**config.mk**
```make
export PLATFORM = sky130hd
export DESIGN_NAME = sorted_insert_merge_dedup
export DESIGN_NICKNAME = d
export VERILOG_FILES = /design/src/hdl/simd_pkg.sv /design/src/hdl/sorted_insert_merge_dedup.sv
export SDC_FILE = /design/constraint.sdc
export NUM_CORES = 1
export LEC_CHECK = 0
export BUFFER_PORTS_ARGS = -buffer_cell sky130_fd_sc_hd__buf_2
export CAP_MARGIN = 10
export CORE_MARGIN = 10
export CORE_UTILIZATION = 30
export DETAILED_ROUTE_END_ITERATION = 8
export PLACE_DENSITY = 0.56
export SLEW_MARGIN = 15
export SYNTH_ARGS = -nofsm -noshare
export SYNTH_HDL_FRONTEND = slang
export SYNTH_SLANG_ARGS = --single-unit
```
**constraint.sdc**
```tcl
create_clock -name clk_i -period 11.52 [get_ports clk_i]
set_input_delay 3.456 -clock clk_i [delete_from_list [all_inputs] [get_ports clk_i]]
set_output_delay 3.456 -clock clk_i [all_outputs]
set_load 0.01 [all_outputs]
```
**src/hdl/simd_pkg.sv**
```systemverilog
// ----------------------------------------------------------------------------
// simd_pkg
// Shared types and codes for the sorted insert / merge / dedup block.
// ----------------------------------------------------------------------------
package simd_pkg;

  // op codes of an input word
  localparam logic [1:0] OP_INS_A = 2'd0;
  localparam logic [1:0] OP_INS_B = 2'd1;
  localparam logic [1:0] OP_MERGE = 2'd2;

  // origin tags of a result word
  localparam logic [1:0] ORIGIN_A    = 2'd0;
  localparam logic [1:0] ORIGIN_B    = 2'd1;
  localparam logic [1:0] ORIGIN_BOTH = 2'd2;

  typedef struct packed {
    logic [1:0]         op;
    logic signed [31:0] value;
  } in_word_t;

  typedef struct packed {
    logic signed [31:0] merged_value;
    logic [1:0]         origin;
    logic               overflow;
    logic               last;
  } out_word_t;

endpackage

```
**src/hdl/sorted_insert_merge_dedup.sv**
```systemverilog
// ----------------------------------------------------------------------------
// sorted_insert_merge_dedup
// Two ascending signed lists with sorted insert and a deduplicating merge.
// ----------------------------------------------------------------------------
// Usage:
//   Input channel (in_valid_i / in_ready_o / in_data_i) carries one word with
//   an op and a value. Insert A / insert B place the value into that list in
//   sorted position, ahead of equal entries. An insert into a full list is
//   dropped and sets a sticky overflow flag. Merge streams the ordered merge
//   of both lists on the output channel, one word per cycle; equal heads are
//   sent once tagged "both". The final word carries last; every word of a
//   merge carries the overflow flag. The merge then clears both lists and
//   the flag. A merge of two empty lists sends nothing. Unused op is ignored.
// Timing:
//   An insert at sorted position p into a list of n entries starts after the
//   accept at slot n, one shared compare per cycle walking down the
//   list. A merge of na and nb entries sends up to na + nb words, one per
//   cycle through the same comparator. in_ready_o is high only while idle.
// Reset: lists empty, flag clear, output empty. List storage is not reset.
// Stall: a stalled output word holds; the merge waits for it to be taken.
// ----------------------------------------------------------------------------
module sorted_insert_merge_dedup
  import simd_pkg::*;
#(
  parameter int LIST_DEPTH = 16
) (
  input  logic      clk_i,
  input  logic      rst_ni,
  input  logic      in_valid_i,
  output logic      in_ready_o,
  input  in_word_t  in_data_i,
  output logic      out_valid_o,
  input  logic      out_ready_i,
  output out_word_t out_data_o
);

  localparam int IW = (LIST_DEPTH > 1) ? $clog2(LIST_DEPTH) : 1;
  localparam int CW = $clog2(LIST_DEPTH + 1);

  typedef enum logic [2:0] {
    ST_IDLE   = 3'b001,
    ST_INSERT = 3'b010,
    ST_MERGE  = 3'b100
  } state_e;

  state_e             state_q, state_d;
  logic signed [31:0] list_a_q [LIST_DEPTH];
  logic signed [31:0] list_b_q [LIST_DEPTH];
  logic [CW-1:0]      cnt_a_q, cnt_a_d;
  logic [CW-1:0]      cnt_b_q, cnt_b_d;
  logic               ovf_q, ovf_d;
  logic               sel_b_q, sel_b_d;   // insert target is list B
  logic [CW-1:0]      pos_q, pos_d;       // insert slot being filled
  logic signed [31:0] val_q, val_d;       // value being inserted
  logic [CW-1:0]      ia_q, ia_d;         // merge read pointers
  logic [CW-1:0]      ib_q, ib_d;
  logic               out_valid_q, out_valid_d;
  out_word_t          out_q, out_d;

  // list write port
  logic               we_a, we_b;
  logic [IW-1:0]      waddr;
  logic signed [31:0] wdata;

  // read side
  logic [CW-1:0]      pos_m1;
  logic [IW-1:0]      idx_a, idx_b;
  logic signed [31:0] rd_a, rd_b;

  // shared comparator
  logic signed [31:0] cmp_x, cmp_y;
  logic               cmp_lt, cmp_eq;

  // merge step
  logic               a_done, b_done;
  logic [CW-1:0]      ia_n, ib_n;

  assign pos_m1 = pos_q - CW'(1);
  assign idx_a  = (state_q == ST_INSERT) ? pos_m1[IW-1:0] : ia_q[IW-1:0];
  assign idx_b  = (state_q == ST_INSERT) ? pos_m1[IW-1:0] : ib_q[IW-1:0];
  assign rd_a   = list_a_q[idx_a];
  assign rd_b   = list_b_q[idx_b];

  // insert: entry below the slot vs new value; merge: head A vs head B
  assign cmp_x  = (state_q == ST_INSERT) ? (sel_b_q ? rd_b : rd_a) : rd_a;
  assign cmp_y  = (state_q == ST_INSERT) ? val_q : rd_b;
  assign cmp_lt = cmp_x < cmp_y;
  assign cmp_eq = cmp_x == cmp_y;

  assign a_done = (ia_q == cnt_a_q);
  assign b_done = (ib_q == cnt_b_q);

  always_comb begin
    state_d     = state_q;
    cnt_a_d     = cnt_a_q;
    cnt_b_d     = cnt_b_q;
    ovf_d       = ovf_q;
    sel_b_d     = sel_b_q;
    pos_d       = pos_q;
    val_d       = val_q;
    ia_d        = ia_q;
    ib_d        = ib_q;
    out_valid_d = out_valid_q & ~out_ready_i;
    out_d       = out_q;
    we_a        = 1'b0;
    we_b        = 1'b0;
    waddr       = pos_q[IW-1:0];
    wdata       = val_q;
    ia_n        = ia_q;
    ib_n        = ib_q;

    case (state_q)
      ST_IDLE: begin
        if (in_valid_i) begin
          case (in_data_i.op)
            OP_INS_A: begin
              if (cnt_a_q == CW'(LIST_DEPTH)) begin
                ovf_d = 1'b1;
              end else begin
                sel_b_d = 1'b0;
                pos_d   = cnt_a_q;
                val_d   = in_data_i.value;
                state_d = ST_INSERT;
              end
            end
            OP_INS_B: begin
              if (cnt_b_q == CW'(LIST_DEPTH)) begin
                ovf_d = 1'b1;
              end else begin
                sel_b_d = 1'b1;
                pos_d   = cnt_b_q;
                val_d   = in_data_i.value;
                state_d = ST_INSERT;
              end
            end
            OP_MERGE: begin
              ia_d = '0;
              ib_d = '0;
              if (cnt_a_q == '0 && cnt_b_q == '0) begin
                ovf_d = 1'b0;
              end else begin
                state_d = ST_MERGE;
              end
            end
            default: begin
            end
          endcase
        end
      end

      ST_INSERT: begin
        // walk down: shift up every entry not below the new value
        we_a = ~sel_b_q;
        we_b = sel_b_q;
        if (pos_q != '0 && !cmp_lt) begin
          wdata = cmp_x;
          pos_d = pos_m1;
        end else begin
          wdata   = val_q;
          state_d = ST_IDLE;
          if (sel_b_q) begin
            cnt_b_d = cnt_b_q + CW'(1);
          end else begin
            cnt_a_d = cnt_a_q + CW'(1);
          end
        end
      end

      ST_MERGE: begin
        if (!out_valid_q || out_ready_i) begin
          out_d.overflow = ovf_q;
          if (b_done) begin
            out_d.merged_value = rd_a;
            out_d.origin       = ORIGIN_A;
            ia_n               = ia_q + CW'(1);
          end else if (a_done) begin
            out_d.merged_value = rd_b;
            out_d.origin       = ORIGIN_B;
            ib_n               = ib_q + CW'(1);
          end else if (cmp_lt) begin
            out_d.merged_value = rd_a;
            out_d.origin       = ORIGIN_A;
            ia_n               = ia_q + CW'(1);
          end else if (cmp_eq) begin
            // equal heads: one word, B's copy dropped
            out_d.merged_value = rd_a;
            out_d.origin       = ORIGIN_BOTH;
            ia_n               = ia_q + CW'(1);
            ib_n               = ib_q + CW'(1);
          end else begin
            out_d.merged_value = rd_b;
            out_d.origin       = ORIGIN_B;
            ib_n               = ib_q + CW'(1);
          end
          out_d.last  = (ia_n == cnt_a_q) && (ib_n == cnt_b_q);
          out_valid_d = 1'b1;
          ia_d        = ia_n;
          ib_d        = ib_n;
          if (out_d.last) begin
            cnt_a_d = '0;
            cnt_b_d = '0;
            ovf_d   = 1'b0;
            state_d = ST_IDLE;
          end
        end
      end

      default: begin
        state_d = ST_IDLE;
      end
    endcase
  end

  always_ff @(posedge clk_i or negedge rst_ni) begin
    if (!rst_ni) begin
      state_q     <= ST_IDLE;
      cnt_a_q     <= '0;
      cnt_b_q     <= '0;
      ovf_q       <= 1'b0;
      out_valid_q <= 1'b0;
    end else begin
      state_q     <= state_d;
      cnt_a_q     <= cnt_a_d;
      cnt_b_q     <= cnt_b_d;
      ovf_q       <= ovf_d;
      out_valid_q <= out_valid_d;
    end
  end

  // payload and pointers, no reset needed
  always_ff @(posedge clk_i) begin
    sel_b_q <= sel_b_d;
    pos_q   <= pos_d;
    val_q   <= val_d;
    ia_q    <= ia_d;
    ib_q    <= ib_d;
    out_q   <= out_d;
  end

  always_ff @(posedge clk_i) begin
    if (we_a) begin
      list_a_q[waddr] <= wdata;
    end
    if (we_b) begin
      list_b_q[waddr] <= wdata;
    end
  end

  assign in_ready_o  = (state_q == ST_IDLE);
  assign out_valid_o = out_valid_q;
  assign out_data_o  = out_q;

endmodule

```
==> impl_metrics.yaml <==
status:
  status: "completed"
timing:
  finClkSkew_ps: 36.3
  grt_setup_unrepaired: "no"
  timing.slew.headroom_pct: 28.4
  final_period_minus_worst_setup_slack_ps: 8700
  achievable_freq_mhz: 115
  setup_viol: 0
  timing.final.ws_setup_ps: 2820
  slew_viol_final: 0
  report.final.hold_viol_count: 0
  max_slew.worst_pin.slew_ps: 1070
  hold_ws_ps: 485
  fin_setup_tns_ps: 0
  part_of_the_cycle_the_worst_path_needs_pct: 75.5
clock_network:
  cts_resized: 0
  clock_input_transition_at_the_sequential_cells_of_the_worst_setup_and_hold_paths_ps: 60
  post-cts-setup-buffer-count: 0
  clock_tree_from_tritoncts: "yes"
  ctsHtreeMaxLevel: 3
  number_of_buffers_inserted_during_clock_tree_synthesis: 107
  clock_sinks: 1123
  post_cts_hold_buffer_count: 0
  root_buffer: "sky130_fd_sc_hd__clkbuf_16"
  max-clock-path-buffers: 3
  clock_latency_ps: 720
synthesis:
  post-synth-top-area-cell: "sky130_fd_sc_hd__edfxtp_1"
  post_synth.cell_area_avg_um2: 14.1
  synth.area.top_cells: "sky130_fd_sc_hd__edfxtp_1 71%, sky130_fd_sc_hd__a211oi_1 5.2%, sky130_fd_sc_hd__nand2_1 4.4%, sky130_fd_sc_hd__a311oi_1 2.4%, sky130_fd_sc_hd__and2_1 2.4%"
  postSynthCellCount: 3319
  synthDominantCellAreaShare_pct: 71.1
  yosys.cell_count.top_type: "sky130_fd_sc_hd__edfxtp_1"
  syn_nets: 3399
  synth_register_bits: 1123
  synth_compound_area_share_pct: 11.8
  muxShareOfSynthArea_pct: 3.12
  async_flop_share_pct: 1.34
  flip_flop_cell_with_the_highest_count_after_synthesis: "sky130_fd_sc_hd__edfxtp_1"
  synth_sequential_area_ratio_pct: 71.9
  synth_top_family_by_area: "compound AO/OA/AOI/OAI gates"
  synthSimpleGateAreaFrac_pct: 9.45
  yosys.cell_types.count: 56
  post_synth_fa_ha_maj_area_fraction_pct: 1.12
  netlist_area_um2: 46800
  synth_common_cells: "1108 x sky130_fd_sc_hd__edfxtp_1, 549 x sky130_fd_sc_hd__nand2_1, 322 x sky130_fd_sc_hd__a211oi_1"
  yosys_warnings: 0
  synth_edf_count: 1108
  yosys.area_share.xor_xnor_pct: 0.505
job:
  max_cap_viol_count: 0
routing:
  via_count: 28100
  detail_route.wirelength_um: 130000
  drc_errors: 0
  initialDrtViolationCount: 2644
  vias_per_cell: 5.15
  route.detailed.wl_per_inst_um: 23.8
  drt_pass1_iterations: 5
  drt.antenna.violating_nets: 0
cells_and_area:
  area_delta_synth_final_pct: 13.4
  utilization_after_layout_pct: 34.3
  post_route_cells_drive_above_1_share_pct: 12.8
  nets: 3413
worst_setup_path:
  critPathCaptureType: "register"
  critical_path.startpoint: "state_q[0]"
  cp.arrival_ps: 9140
  worstPathRequired_ps: 11960
  timing.rr.start: "state_q[0]"
  worstSetupPathType: "register to register"
  cp-start-kind: "register"
  critical_path_peak_fanout: 129
global_route:
  grt_remaining_overflow: 0
  globalRouteTotalUtil_pct: 14.5
  first_global_vias: 26800
  grt_max_degree: 153
  grt_first_pass_wirelength_um: 188000
  antenna_violations_before_repair: 1
floorplanning:
  floorplan.initialDensity_pct: 30.3
  ios: 76
  core_area_um2: 155000
  row_count: 144
  fp.dieW_um: 415
  die_area_um2: 172000
  die_h_um: 415
power:
  totalPowerFinal_mw: 9.86
  power_leakage_nw: 16.8
  vdd_ir_max_v: 0.000160
  power_density_nw_per_um2: 186
place:
  hpwlAfterDp_um: 69900
  placement.io_buffers: 75
  dp_slack_ps: 2770
  place_congestion: 0.790
worst_hold_path:
  hold_class: "register to register"
  hold_start: "ovf_q"
layout by cell type (no fill, tap or decap), types with 8 or more instances in the layout:
cell type                   instances
sky130_fd_sc_hd__a31oi_1          131
sky130_fd_sc_hd__buf_4             63
sky130_fd_sc_hd__xnor2_1           16
sky130_fd_sc_hd__nand2b_1           8
sky130_fd_sc_hd__clkinv_1          27
sky130_fd_sc_hd__clkinv_2          15
sky130_fd_sc_hd__nand3_1           11
sky130_fd_sc_hd__nand2_1          547
sky130_fd_sc_hd__edfxtp_1        1108
sky130_fd_sc_hd__a211oi_1         322
sky130_fd_sc_hd__nor2_1            38
sky130_fd_sc_hd__bufinv_16          8
sky130_fd_sc_hd__mux2_2            95
sky130_fd_sc_hd__xor2_1            11
sky130_fd_sc_hd__mux2i_1           39
sky130_fd_sc_hd__and2_1           180
sky130_fd_sc_hd__clkbuf_16        107
sky130_fd_sc_hd__nor2b_1            8
sky130_fd_sc_hd__dfrtp_1           14
sky130_fd_sc_hd__buf_2             75
sky130_fd_sc_hd__clkbuf_1          24
sky130_fd_sc_hd__a21oi_1          151
sky130_fd_sc_hd__nand4_1           11
sky130_fd_sc_hd__a311oi_1         129
sky130_fd_sc_hd__ha_1              42
sky130_fd_sc_hd__o21ai_0           18
sky130_fd_sc_hd__and2_0            81
sky130_fd_sc_hd__nor2_4            35
per-stage QoR:
step,area [µm²],instances
2_1_floorplan,46800,3319
3_3_place_gp,49700,5268
3_5_place_dp,49700,5268
4_1_cts,53100,5462
5_1_grt,53100,5463
6_report,53100,5463
critical path, stage by stage, from the launching register on:
cell and delay, ps:
sky130_fd_sc_hd__dfstp_2 580, sky130_fd_sc_hd__or3b_4 270, sky130_fd_sc_hd__buf_4 690, sky130_fd_sc_hd__a21o_4 750, sky130_fd_sc_hd__buf_12 470, sky130_fd_sc_hd__and2_1 210
sky130_fd_sc_hd__a211oi_1 50, sky130_fd_sc_hd__a311oi_1 270, sky130_fd_sc_hd__a21oi_1 80, sky130_fd_sc_hd__a21oi_1 410, sky130_fd_sc_hd__mux2i_1 140, sky130_fd_sc_hd__ha_1 350
sky130_fd_sc_hd__nand4_1 230, sky130_fd_sc_hd__nor4_1 950, sky130_fd_sc_hd__o21ai_0 370, sky130_fd_sc_hd__o21ai_1 270, sky130_fd_sc_hd__buf_4 220, sky130_fd_sc_hd__nand2_2 620
sky130_fd_sc_hd__buf_4 520, sky130_fd_sc_hd__mux2_2 680
state kept, by name, summed over array words and instances (netlist names), 5 cells and up:
signal / count
val_q: 32
out_data_o: 36
list_a_q: 512
cnt_a_q: 5
cnt_b_q: 5
ia_q: 5
pos_q: 5
ib_q: 5
list_b_q: 512
worst paths after layout:
check	endpoint	slack, ps	cells after the start
setup / recovery	list_b_q[10][26]	2820	19
hold / removal	out_data_o[1]	490	0
setup reg to reg	list_b_q[10][26]	2820	19
hold reg to reg	out_data_o[1]	490	0
max in group asynchronous	state_q[0]	8560	1
min in group asynchronous	cnt_a_q[0]	2650	1
power breakdown:
group | switching [mW] | leakage (nW) | internal, mW | total [mW]
Sequential | 0.0577 | 10.1 | 4.66 | 4.72
Clock | 1.53 | 1.62 | 1.89 | 3.42
Combinational | 1.17 | 5.02 | 0.558 | 1.73
Total | 2.76 | 16.8 | 7.11 | 9.86
cell type report:
class	count	area, µm²
Sequential cell	1123	33600
Clock buffer	131	2770
Clock inverter	63	579
Antenna cell	1	2.50
Timing Repair Buffer	144	968
Multi-Input combinational cell	1951	12600
Inverter	6	22.5
Tap cell	2044	2560
Fill cell	14900	101000
per-layer routing:
layer | track usage, % | wire length [µm]
met5 | 0 | 0
met4 | 6.35 | 5510
met3 | 2.01 | 7200
met2 | 24.7 | 63800
met1 | 18.2 | 53300
cells by family after synthesis:
kind of cell    count (synthesis)
xor+xnor                       27
simple gates                  954
fa+ha+maj                      42
mux                           134
compound gates                794
flops                        1123
buf+inv                       245
No activity file was read; power rests on OpenSTA's default activity.
